### config.mk
export PLATFORM = sky130hd
export DESIGN_NAME = pid_windowed_derivative
export DESIGN_NICKNAME = d
export VERILOG_FILES = /design/src/design/pwd_pkg.sv /design/src/design/pid_windowed_derivative.sv
export SDC_FILE = /design/constraint.sdc
export NUM_CORES = 2
export LEC_CHECK = 0
export ABC_AREA = 0
export ABC_CLOCK_PERIOD_IN_PS = 8200
export BUFFER_PORTS_ARGS = -buffer_cell sky130_fd_sc_hd__clkbuf_2
export CORE_MARGIN = 2
export CORE_UTILIZATION = 35
export CTS_BUF_LIST = sky130_fd_sc_hd__clkbuf_4
export DETAILED_ROUTE_END_ITERATION = 10
export GPL_TIMING_DRIVEN = 0
export PLACE_DENSITY_LB_ADDON = 0.2
export SETUP_SLACK_MARGIN = 0.02
export SLEW_MARGIN = 10
export SYNTH_ARGS = -nofsm -noshare
export SYNTH_HDL_FRONTEND = slang
export SYNTH_SLANG_ARGS = --single-unit
### constraint.sdc
create_clock -name clk -period 8.2 [get_ports clk]
set_input_delay 0.41 -clock clk [delete_from_list [all_inputs] [get_ports clk]]
set_output_delay 0.41 -clock clk [all_outputs]
set_load 0.02 [all_outputs]
### src/design/pwd_pkg.sv
// Package for the windowed-derivative PID regulator.
// Holds the field widths, fixed-point constants and command codes.
// No dependencies; used by pid_windowed_derivative, pwd_checker and the testbench.
package pwd_pkg;

  // payload and register widths
  localparam int MEAS_W   = 16;   // measured, signed Q11.4
  localparam int TGT_W    = 12;   // target / setpoint, signed whole degrees
  localparam int GAIN_W   = 16;   // gains, signed Q8.8
  localparam int DRIVE_W  = 32;   // drive result
  localparam int CFG_IDX_W = 2;

  // internal arithmetic widths
  localparam int FRAC_Q4  = 4;                    // Q.4 of errors
  localparam int ERR_W    = 18;                   // error, Q.4
  localparam int SUM_W    = 14;                   // clamped integral, Q.4
  localparam int ACC_W    = 19;                   // integral before clamping
  localparam int DELTA_W  = 19;                   // one error difference
  localparam int DTOT_W   = 21;                   // windowed delta sum
  localparam int P_PROP_W = ERR_W + GAIN_W;       // 34
  localparam int P_INTG_W = SUM_W + GAIN_W;       // 30
  localparam int P_DERV_W = DTOT_W + GAIN_W;      // 37
  localparam int TOT_W    = P_DERV_W + 2;         // 39
  localparam int FRAC_OUT = 12;                   // Q.12 of the product sum
  localparam int WHOLE_W  = TOT_W - FRAC_OUT;     // 27
  localparam int SAT_W    = 40;                   // room for the doubled value

  localparam int INTEG_LIMIT = 256 * 16;          // +-256 degrees in Q.4
  localparam int RESET_STEP  = 10;                // whole degrees

  localparam logic signed [SAT_W-1:0] DRIVE_HI = 40'sh00_7FFF_FFFE;
  localparam logic signed [SAT_W-1:0] DRIVE_LO = 40'shFF_8000_0000;

  localparam int HISTORY_DEPTH_DEF = 4;

  typedef enum logic {
    CMD_SAMPLE = 1'b0,
    CMD_TARGET = 1'b1
  } cmd_t;

  typedef enum logic [CFG_IDX_W-1:0] {
    REG_PROP_GAIN  = 2'd0,
    REG_INTEG_GAIN = 2'd1,
    REG_DERIV_GAIN = 2'd2
  } reg_idx_t;

endpackage

### src/design/pid_windowed_derivative.sv
// PID regulator with clamped integral and windowed derivative: top level.
// Four-stage pipeline: input register, error/state update, products, result.
// Depends on pwd_pkg.
//
// Usage
//   Sample channel (sample_valid / sample_stall): one beat carries command,
//   measured and target. command CMD_SAMPLE processes a measured value in
//   signed Q11.4 degrees and yields one drive beat; command CMD_TARGET loads
//   a new setpoint and yields nothing. A setpoint step of more than ten
//   degrees clears the integral, the previous error and the delta history.
//   Result channel (result_valid / result_stall): one beat carries drive.
//   Configuration: cfg_write_en with cfg_index / cfg_data writes the
//   proportional, integral or derivative gain (signed Q8.8); write only
//   while no beat is in flight. Other indexes are ignored.
// Timing
//   A sample beat accepted into the input register passes through the
//   operand register (error and history update), the product register (the
//   three gain multiplies), then the truncate/double/saturate into the
//   result register.
//   One beat a cycle is taken in steady flow while the result side is not
//   stalled; the next beat's state update sees the previous one's state.
// Reset and stall
//   rst clears gains, setpoint, integral, history and all stage valids.
//   A stalled result holds; earlier stages keep filling bubbles, and the
//   sample side stalls only once every stage holds a beat.
module pid_windowed_derivative #(
  parameter int HISTORY_DEPTH = pwd_pkg::HISTORY_DEPTH_DEF
) (
  input  logic                                clk,
  input  logic                                rst,
  // sample channel
  input  logic                                sample_valid,
  output logic                                sample_stall,
  input  logic                                command,
  input  logic signed [pwd_pkg::MEAS_W-1:0]   measured,
  input  logic signed [pwd_pkg::TGT_W-1:0]    target,
  // result channel
  output logic                                result_valid,
  input  logic                                result_stall,
  output logic signed [pwd_pkg::DRIVE_W-1:0]  drive,
  // configuration write port
  input  logic                                cfg_write_en,
  input  logic [pwd_pkg::CFG_IDX_W-1:0]       cfg_index,
  input  logic [pwd_pkg::GAIN_W-1:0]          cfg_data
);

  localparam int PTR_W = (HISTORY_DEPTH > 1) ? $clog2(HISTORY_DEPTH) : 1;
  localparam logic [PTR_W-1:0] PTR_LAST = PTR_W'(HISTORY_DEPTH - 1);

  // ---------------------------------------------------------------- gains
  logic signed [pwd_pkg::GAIN_W-1:0] prop_gain, integ_gain, deriv_gain;

  always_ff @(posedge clk) begin
    if (rst) begin
      prop_gain  <= '0;
      integ_gain <= '0;
      deriv_gain <= '0;
    end else if (cfg_write_en) begin
      unique case (cfg_index)
        pwd_pkg::REG_PROP_GAIN:  prop_gain  <= cfg_data;
        pwd_pkg::REG_INTEG_GAIN: integ_gain <= cfg_data;
        pwd_pkg::REG_DERIV_GAIN: deriv_gain <= cfg_data;
        default: ;  // unused index: drop the write
      endcase
    end
  end

  // ---------------------------------------------------------- stage ready
  logic s0_valid, s1_valid, s2_valid;
  logic s0_ready, s1_ready, s2_ready, s3_ready;

  // each stage takes a beat when it is empty or its beat moves on
  assign s3_ready     = !result_valid || !result_stall;
  assign s2_ready     = !s2_valid || s3_ready;
  assign s1_ready     = !s1_valid || s2_ready;
  assign s0_ready     = !s0_valid || s1_ready;
  assign sample_stall = !s0_ready;

  // ------------------------------------------------------- input register
  pwd_pkg::cmd_t                      s0_cmd;
  logic signed [pwd_pkg::MEAS_W-1:0]  s0_meas;
  logic signed [pwd_pkg::TGT_W-1:0]   s0_tgt;

  always_ff @(posedge clk) begin
    if (rst) begin
      s0_valid <= 1'b0;
    end else if (s0_ready) begin
      s0_valid <= sample_valid;
    end
  end

  always_ff @(posedge clk) begin
    if (s0_ready && sample_valid) begin
      s0_cmd  <= pwd_pkg::cmd_t'(command);
      s0_meas <= measured;
      s0_tgt  <= target;
    end
  end

  // ---------------------------------------------------- regulator state
  logic signed [pwd_pkg::TGT_W-1:0]   setpoint;
  logic signed [pwd_pkg::SUM_W-1:0]   error_sum;
  logic signed [pwd_pkg::ERR_W-1:0]   previous_error;
  logic signed [pwd_pkg::DELTA_W-1:0] delta_ring [HISTORY_DEPTH];
  logic signed [pwd_pkg::DTOT_W-1:0]  delta_total;
  logic [PTR_W-1:0]                   ring_pointer;

  logic                               s0_fire;
  logic signed [pwd_pkg::ERR_W-1:0]   err;
  logic signed [pwd_pkg::ACC_W-1:0]   acc_raw;
  logic signed [pwd_pkg::SUM_W-1:0]   error_sum_next;
  logic signed [pwd_pkg::DELTA_W-1:0] delta;
  logic signed [pwd_pkg::DTOT_W-1:0]  delta_total_next;
  logic [PTR_W-1:0]                   ring_pointer_next;
  logic signed [pwd_pkg::TGT_W:0]     step;
  logic                               big_step;

  assign s0_fire = s0_valid && s1_ready;

  always_comb begin
    // error in Q.4: setpoint scaled by 16 minus the measured value
    err = (pwd_pkg::ERR_W'(setpoint) <<< pwd_pkg::FRAC_Q4) - pwd_pkg::ERR_W'(s0_meas);

    // integral, clamped to +-256 degrees
    acc_raw = pwd_pkg::ACC_W'(error_sum) + pwd_pkg::ACC_W'(err);
    if (acc_raw > pwd_pkg::ACC_W'(pwd_pkg::INTEG_LIMIT)) begin
      error_sum_next = pwd_pkg::SUM_W'(pwd_pkg::INTEG_LIMIT);
    end else if (acc_raw < -pwd_pkg::ACC_W'(pwd_pkg::INTEG_LIMIT)) begin
      error_sum_next = -pwd_pkg::SUM_W'(pwd_pkg::INTEG_LIMIT);
    end else begin
      error_sum_next = pwd_pkg::SUM_W'(acc_raw);
    end

    // windowed derivative: drop the oldest delta, add the newest
    delta = pwd_pkg::DELTA_W'(err) - pwd_pkg::DELTA_W'(previous_error);
    delta_total_next = delta_total - pwd_pkg::DTOT_W'(delta_ring[ring_pointer])
                     + pwd_pkg::DTOT_W'(delta);
    ring_pointer_next = (ring_pointer == PTR_LAST) ? '0 : ring_pointer + PTR_W'(1);

    // setpoint step size in whole degrees
    step     = (pwd_pkg::TGT_W+1)'(setpoint) - (pwd_pkg::TGT_W+1)'(s0_tgt);
    big_step = (step > (pwd_pkg::TGT_W+1)'(pwd_pkg::RESET_STEP))
            || (step < -(pwd_pkg::TGT_W+1)'(pwd_pkg::RESET_STEP));
  end

  always_ff @(posedge clk) begin
    if (rst) begin
      setpoint       <= '0;
      error_sum      <= '0;
      previous_error <= '0;
      delta_total    <= '0;
      ring_pointer   <= '0;
      for (int i = 0; i < HISTORY_DEPTH; i++) begin
        delta_ring[i] <= '0;
      end
    end else if (s0_fire) begin
      case (s0_cmd)
        pwd_pkg::CMD_TARGET: begin
          // large step: drop integral and derivative history
          if (big_step) begin
            error_sum      <= '0;
            previous_error <= '0;
            delta_total    <= '0;
            ring_pointer   <= '0;
            for (int i = 0; i < HISTORY_DEPTH; i++) begin
              delta_ring[i] <= '0;
            end
          end
          setpoint <= s0_tgt;
        end
        default: begin
          error_sum                  <= error_sum_next;
          previous_error             <= err;
          delta_ring[ring_pointer]   <= delta;
          delta_total                <= delta_total_next;
          ring_pointer               <= ring_pointer_next;
        end
      endcase
    end
  end

  // ------------------------------------------------- stage 1: operands
  logic signed [pwd_pkg::ERR_W-1:0]  s1_err;
  logic signed [pwd_pkg::SUM_W-1:0]  s1_sum;
  logic signed [pwd_pkg::DTOT_W-1:0] s1_dtot;

  always_ff @(posedge clk) begin
    if (rst) begin
      s1_valid <= 1'b0;
    end else if (s1_ready) begin
      // target beats end here
      s1_valid <= s0_valid && (s0_cmd == pwd_pkg::CMD_SAMPLE);
    end
  end

  always_ff @(posedge clk) begin
    if (s0_fire) begin
      s1_err  <= err;
      s1_sum  <= error_sum_next;
      s1_dtot <= delta_total_next;
    end
  end

  // ------------------------------------------------- stage 2: products
  logic signed [pwd_pkg::P_PROP_W-1:0] s2_prop;
  logic signed [pwd_pkg::P_INTG_W-1:0] s2_intg;
  logic signed [pwd_pkg::P_DERV_W-1:0] s2_derv;

  always_ff @(posedge clk) begin
    if (rst) begin
      s2_valid <= 1'b0;
    end else if (s2_ready) begin
      s2_valid <= s1_valid;
    end
  end

  always_ff @(posedge clk) begin
    if (s2_ready && s1_valid) begin
      s2_prop <= pwd_pkg::P_PROP_W'(s1_err)  * pwd_pkg::P_PROP_W'(prop_gain);
      s2_intg <= pwd_pkg::P_INTG_W'(s1_sum)  * pwd_pkg::P_INTG_W'(integ_gain);
      s2_derv <= pwd_pkg::P_DERV_W'(s1_dtot) * pwd_pkg::P_DERV_W'(deriv_gain);
    end
  end

  // ------------------------------------ stage 3: truncate, double, clamp
  logic signed [pwd_pkg::TOT_W-1:0]   total;
  logic signed [pwd_pkg::WHOLE_W-1:0] whole;
  logic signed [pwd_pkg::SAT_W-1:0]   doubled;
  logic signed [pwd_pkg::DRIVE_W-1:0] drive_next;

  always_comb begin
    total = pwd_pkg::TOT_W'(s2_prop) + pwd_pkg::TOT_W'(s2_intg)
          + pwd_pkg::TOT_W'(s2_derv);
    // truncate toward zero: a negative value with a fraction rounds up
    whole = total[pwd_pkg::TOT_W-1:pwd_pkg::FRAC_OUT];
    if (total[pwd_pkg::TOT_W-1] && (|total[pwd_pkg::FRAC_OUT-1:0])) begin
      whole = whole + pwd_pkg::WHOLE_W'(1);
    end
    doubled = pwd_pkg::SAT_W'(whole) <<< 1;
    if (doubled > pwd_pkg::DRIVE_HI) begin
      drive_next = pwd_pkg::DRIVE_W'(pwd_pkg::DRIVE_HI);
    end else if (doubled < pwd_pkg::DRIVE_LO) begin
      drive_next = pwd_pkg::DRIVE_W'(pwd_pkg::DRIVE_LO);
    end else begin
      drive_next = pwd_pkg::DRIVE_W'(doubled);
    end
  end

  always_ff @(posedge clk) begin
    if (rst) begin
      result_valid <= 1'b0;
    end else if (s3_ready) begin
      result_valid <= s2_valid;
    end
  end

  always_ff @(posedge clk) begin
    if (s3_ready && s2_valid) begin
      drive <= drive_next;
    end
  end

endmodule

* Yosys cells after proc, flatten, opt, wreduce, memory -nomap -nowiden
Memories as Yosys holds them, arrays and structs flattened. A register that Yosys moved wholly into a read port is not among the register bits. Cells that the tools add are included.
Word-level totals: bits in registers 333, latch bits 0, RAM bits 76, ROM bits 0, bits of input ports 52, output and inout port bits 34, logic and storage cells 109, memories kept 1
Memories:
- delta_ring | words 4, width 19, read ports 1, clocked after memory_dff 1, write ports 4, line pid_windowed_derivative.sv:104 | logic signed [pwd_pkg::DELTA_W-1:0] delta_ring [HISTORY_DEPTH];
Cells by class: $add $sub $neg 10, multiply operators 3, div/mod/pow operators 0, order comparisons 6, equal/unequal tests 4, shifts and indexed selects 0, multiplexer cells 33, bitwise operators 5, reductions and logical operators 25
Operator list (count):
- $mux 19 | 5
- $mux 14 | 4
- $mux 21 | 2
- $add 35x37->38 | 1
- $mul 21x16->37 | 1
- $mux 18 | 2
- $add 34x30->35 | 1
- $mul 17x16->33 | 1
- $gt 28x32->1 const B | 1
- $lt 28x32->1 const B | 1
- $mux 32 | 1
- $mul 14x16->30 | 1
- $add 26x2->27 const B | 1
- $mux 27 | 1
- $add 21x19->21 | 1
- $sub 21x19->21 | 1
- $reduce_or 19->1 | 1
- $sub 17x18->19 | 1
- $add 14x17->18 | 1
- $gt 18x14->1 const B | 1
- $lt 18x13->1 const B | 1
- $sub 16x16->17 | 1
- $gt 13x5->1 const B | 1
- $lt 13x5->1 const B | 1
- other kinds (15) | 53

* Longest topological paths before layout
depth in word-level cells 10, mapped depth 26, gate-level depth less buffers 26

* Worst setup path before layout
Ideal clock, no wire load.
path kind reg-to-reg, start reg prop_gain[4] (netlist name), end reg s2_prop[32] (netlist name) (data pin), library setup time 0.260 ns, arrival 6.548 ns, required time 7.940 ns, setup slack 1.392 ns, cell stages (with the launch flop) 26, path buffers 2, period minus slack after synthesis 6.808 ns, path through dfxtp_1 > clkbuf_1 > clkbuf_1 > nand2_1 > fa_1 > inv_1 > fa_1 > inv_1 > fa_1 > inv_1 > fa_1 > inv_1 > fa_1 > inv_1 > fa_1 > ha_1 > and4_1 > nor2b_1 > o21ai_0 > or4b_2 > o221ai_1 > o21ai_0 > o41a_1 > a211o_1 > a21oi_1 > xnor2_1
Between the ends: longest elaborated chain between the ends 1
Ends and longest elaborated chain:
- start: declaration | line pid_windowed_derivative.sv:51 | logic signed [pwd_pkg::GAIN_W-1:0] prop_gain, integ_gain, deriv_gain;
- start signal: assignment | line pid_windowed_derivative.sv:60 | pwd_pkg::REG_PROP_GAIN: prop_gain <= cfg_data;
- $mul 17x16->33 | line pid_windowed_derivative.sv:219 | s2_prop <= pwd_pkg::P_PROP_W'(s1_err) * pwd_pkg::P_PROP_W'(prop_gain);
- end signal: assignment | line pid_windowed_derivative.sv:219
- end: declaration | line pid_windowed_derivative.sv:205 | logic signed [pwd_pkg::P_PROP_W-1:0] s2_prop;
Every way passes these cells. A chain may end at the register's enable or synchronous reset.

* Worst setup path after layout
start reg s1_err[13] (netlist name), end reg s2_prop[30] (netlist name) (data pin)
Between the ends: longest elaborated chain between the ends 1
Ends and longest elaborated chain:
- start: declaration | line pid_windowed_derivative.sv:183 | logic signed [pwd_pkg::ERR_W-1:0] s1_err;
- start signal: assignment | line pid_windowed_derivative.sv:198 | s1_err <= err;
- $mul 17x16->33 | line pid_windowed_derivative.sv:219
Every way passes these cells.

==> results.yml <==
grt:
  antenna_found_initial: 12
  grt_pass1_vias: 40800
  grt_max_degree: 34
  grt.total_usage_pct: 20.1
  grt_remaining_overflow: 0
  grt_pass1_wl_mm: 236
worst_setup_path:
  crit_arrival_ns: 8.60
  max_stage_delay_ns: 0.61
  cpMostUsedCell: "fa_1"
  worstPathCellList: "clkbuf_4 > nand2_1 > fa_1 > inv_1 > fa_1 > inv_1 > fa_1 > inv_1 > fa_1 > inv_1 > fa_1 > inv_1 > fa_1 > ha_1 > and4_1 > nor2b_1 > o21ai_0 > or4b_2 > o221ai_2 > o21ai_0 > o41a_1 > a21oi_1 > o21ai_0 > xnor2_2"
  slowest_stage: "or4b_2"
  path_class: "flop to flop"
  crit_family: "adder cells"
  cp-start-kind: "flop"
  crit_required_ns: 8.95
  cp-end-kind: "flop"
  worstPathMaxFanout: 10
  path_buf_inv: 6
timing:
  tightest_slew_ns: 1.04
  finalHoldViolCount: 0
  fin_crit_ns: 7.85
  max_freq_mhz: 127
  fin_crit_sh_pct: 95.7
  slew_viol_final: 0
  finalSetupViolCount: 0
  fin_skew_ns: 0.127
  max-slew-margin-rel_pct: 30.1
  rsz0062_at_grt: "yes"
logic_synthesis:
  synth_async_sr_flop_share_pct: 0
  synth.largest_area_cell: "fa_1"
  synth_warnings: 0
  synth-seq-cells: 405
  synth_top_area_share_pct: 33.8
  syn-instance-count: 5418
  synth_ff_type: "edfxtp_1"
  synth_cell_types: 105
  synth_enable_flop_cells: 285
  syn-mean-instance-area_um2: 9.70
  synth.net_count: 6726
  synth_area_um2: 52600
  synthTopCellsByArea: "fa_1 (34%), edfxtp_1 (16%), ha_1 (8.8%)"
  yosysSeqAreaShare_pct: 20.8
floorplan:
  core-area_um2: 149000
  die_w_um: 392
  die_area_um2: 153000
  die_y_um: 392
  rows: 142
  pin_count: 86
  initial_utilization_pct: 35.2
placed_design:
  dp.cells: 7524
  gp_congestion: 0.939
  port_buffers: 84
  hpwl_mm: 124
detailed_routing:
  drt_iter0_drc: 2266
  wl_per_cell_um: 19.0
  drt_pass1_iterations: 5
  num_vias: 38000
  drc_errors: 0
  detail-route-antenna-nets: 0
  via_per_inst: 4.84
  drt_wl_total_mm: 149
final_layout:
  area_growth_pct: 11.1
  layout_commonest_cell: "inv_1"
  nFillCells: 15000
  final_nets: 7038
  stdcell_count: 7846
  drive_gt1_share_pct: 8.09
  mostFrequentLayoutCells: "inv_1 (1,100), fa_1 (888), nand2_1 (701)"
clock_tree:
  cts-root-buf: "clkbuf_4"
  cts_sinks: 405
  cts_buffers: 115
  cts_buffer_depth: 3
  clkSlewWorstSetupHoldPaths_ns: 0.07
  clock_latency_ns: 1.14
  cts_tree: "done"
  htreeDepth: 3
min_path:
  hp-class: "input pin to flop"
power:
  max-vdd-ir-drop_mv: 0.116
  finalPower_mw: 9.87
  power_per_cell_area_nw_per_um2: 169
  power_leakage_nw: 26.9
outcome:
  status: "finished clean"
flow_run:
  max-cap-violations: 0
per-layer routing:
metal  track usage, %  part of all wire (%)  vias up
li1                 -                     -    17800
met3             3.29                   5.3      192
met4             6.00                   2.7        4
met5                0                 0.018        -
met2             33.9                    48      860
met1             26.6                    44    19200
kinds of logic after synthesis:
kind of cell    after synthesis  synth area share [%]
buf+inv                    1290                  9.33
other cells                   1               0.00713
fa+ha+maj                  1256                  42.6
xor+xnor                    222                  3.71
compound gates              645                  8.35
flops                       405                  20.8
simple gates               1573                  14.2
mux                          26                 0.952
per-stage QoR:
stage | hold WS, ns | cell area (um^2) | utilization (%) | setup TNS (ns) | worst slack (ns)
6_report | 0.142 | 58400 | 39.1 | 0 | 0.354
5_1_grt | 0.0721 | 58400 | 39.1 | -0.0798 | -0.0798
4_1_cts | 0.00509 | 58100 | 38.9 | 0 | 0.0239
3_5_place_dp | 0.461 | 55700 | 37.3 | -1.59 | -0.513
3_3_place_gp | 0.456 | 55500 | 37.2 | -1.41 | -0.473
2_1_floorplan | 0.443 | 52600 | - | 0 | 1.39
cells in the mapped netlist, types with 8 or more instances:
cell type,number
inv_1,1101
o31ai_1,13
nand3_1,42
a211o_1,8
a211oi_1,30
ha_1,368
clkbuf_1,169
o21a_1,28
and2_1,325
a21oi_1,206
xnor2_1,155
o21bai_1,19
xor2_1,66
a21o_1,56
o221a_2,28
fa_1,888
nor2b_1,22
nor4_1,11
dfxtp_1,120
o32ai_1,14
or3_1,23
nand4_1,12
nor2_1,248
nand2b_1,64
o21ai_0,111
nor3_1,54
mux4_2,19
and3_1,20
a21boi_0,10
o2111ai_1,9
a31oi_1,13
edfxtp_1,285
o211ai_1,18
o2bb2ai_1,8
nand2_1,701
registers in the layout, summed over array words and instances, names as in the netlist, 17 cells and up, named ones only:
signal,cells
s1_dtot,21
s2_intg,30
drive,28
s2_prop,33
delta_ring,76
previous_error,17
s1_err,17
s2_derv,37
delta_total,21
cell type report:
cell class | count | area [um^2] | area share (%)
antenna | 5 | 12.5 | 0.0214
buffer | 182 | 813 | 1.39
clock buffer | 161 | 1210 | 2.07
clock inverter | 51 | 288 | 0.493
inverter | 1102 | 4140 | 7.09
multi-input combinational | 3723 | 36800 | 63.1
sequential | 405 | 11000 | 18.8
tap | 2016 | 2520 | 4.32
timing repair buffer | 201 | 1610 | 2.75
tightest hold or removal path, delay by kind of cell:
| family | cells | cell delay (ns) |
|---|---|---|
| and+or+nand+nor | 1 | 0.06 |
| buffers and inverters | 2 | 0.67 |
| AOI/OAI and AO/OA | 1 | 0.05 |
path summary, 6_finish.rpt:
kind	startpoint	to	depth (start not counted)	slack [ns]
hold / removal	cfg_data[1]	prop_gain[1]	4	0.14
setup reg to reg	s1_err[13]	s2_prop[30]	24	0.35
setup / recovery	s1_err[13]	s2_prop[30]	24	0.35
hold reg to reg	previous_error[14]	previous_error[14]	2	0.47
timing repair:
action	4_1_cts	5_1_grt
resized for setup	26	90
endpoints found under the setup margin	10	11
pin swaps	0	1
setup buffers	0	17
endpoints found under the hold margin	155	0
hold buffers	94	0
power breakdown:
group,switching [mW],total [mW],internal [mW]
sequential,0.254,2.78,2.53
combinational,3.21,5.14,1.93
clock,0.996,1.95,0.958
(Power assumes the default switching activity.)
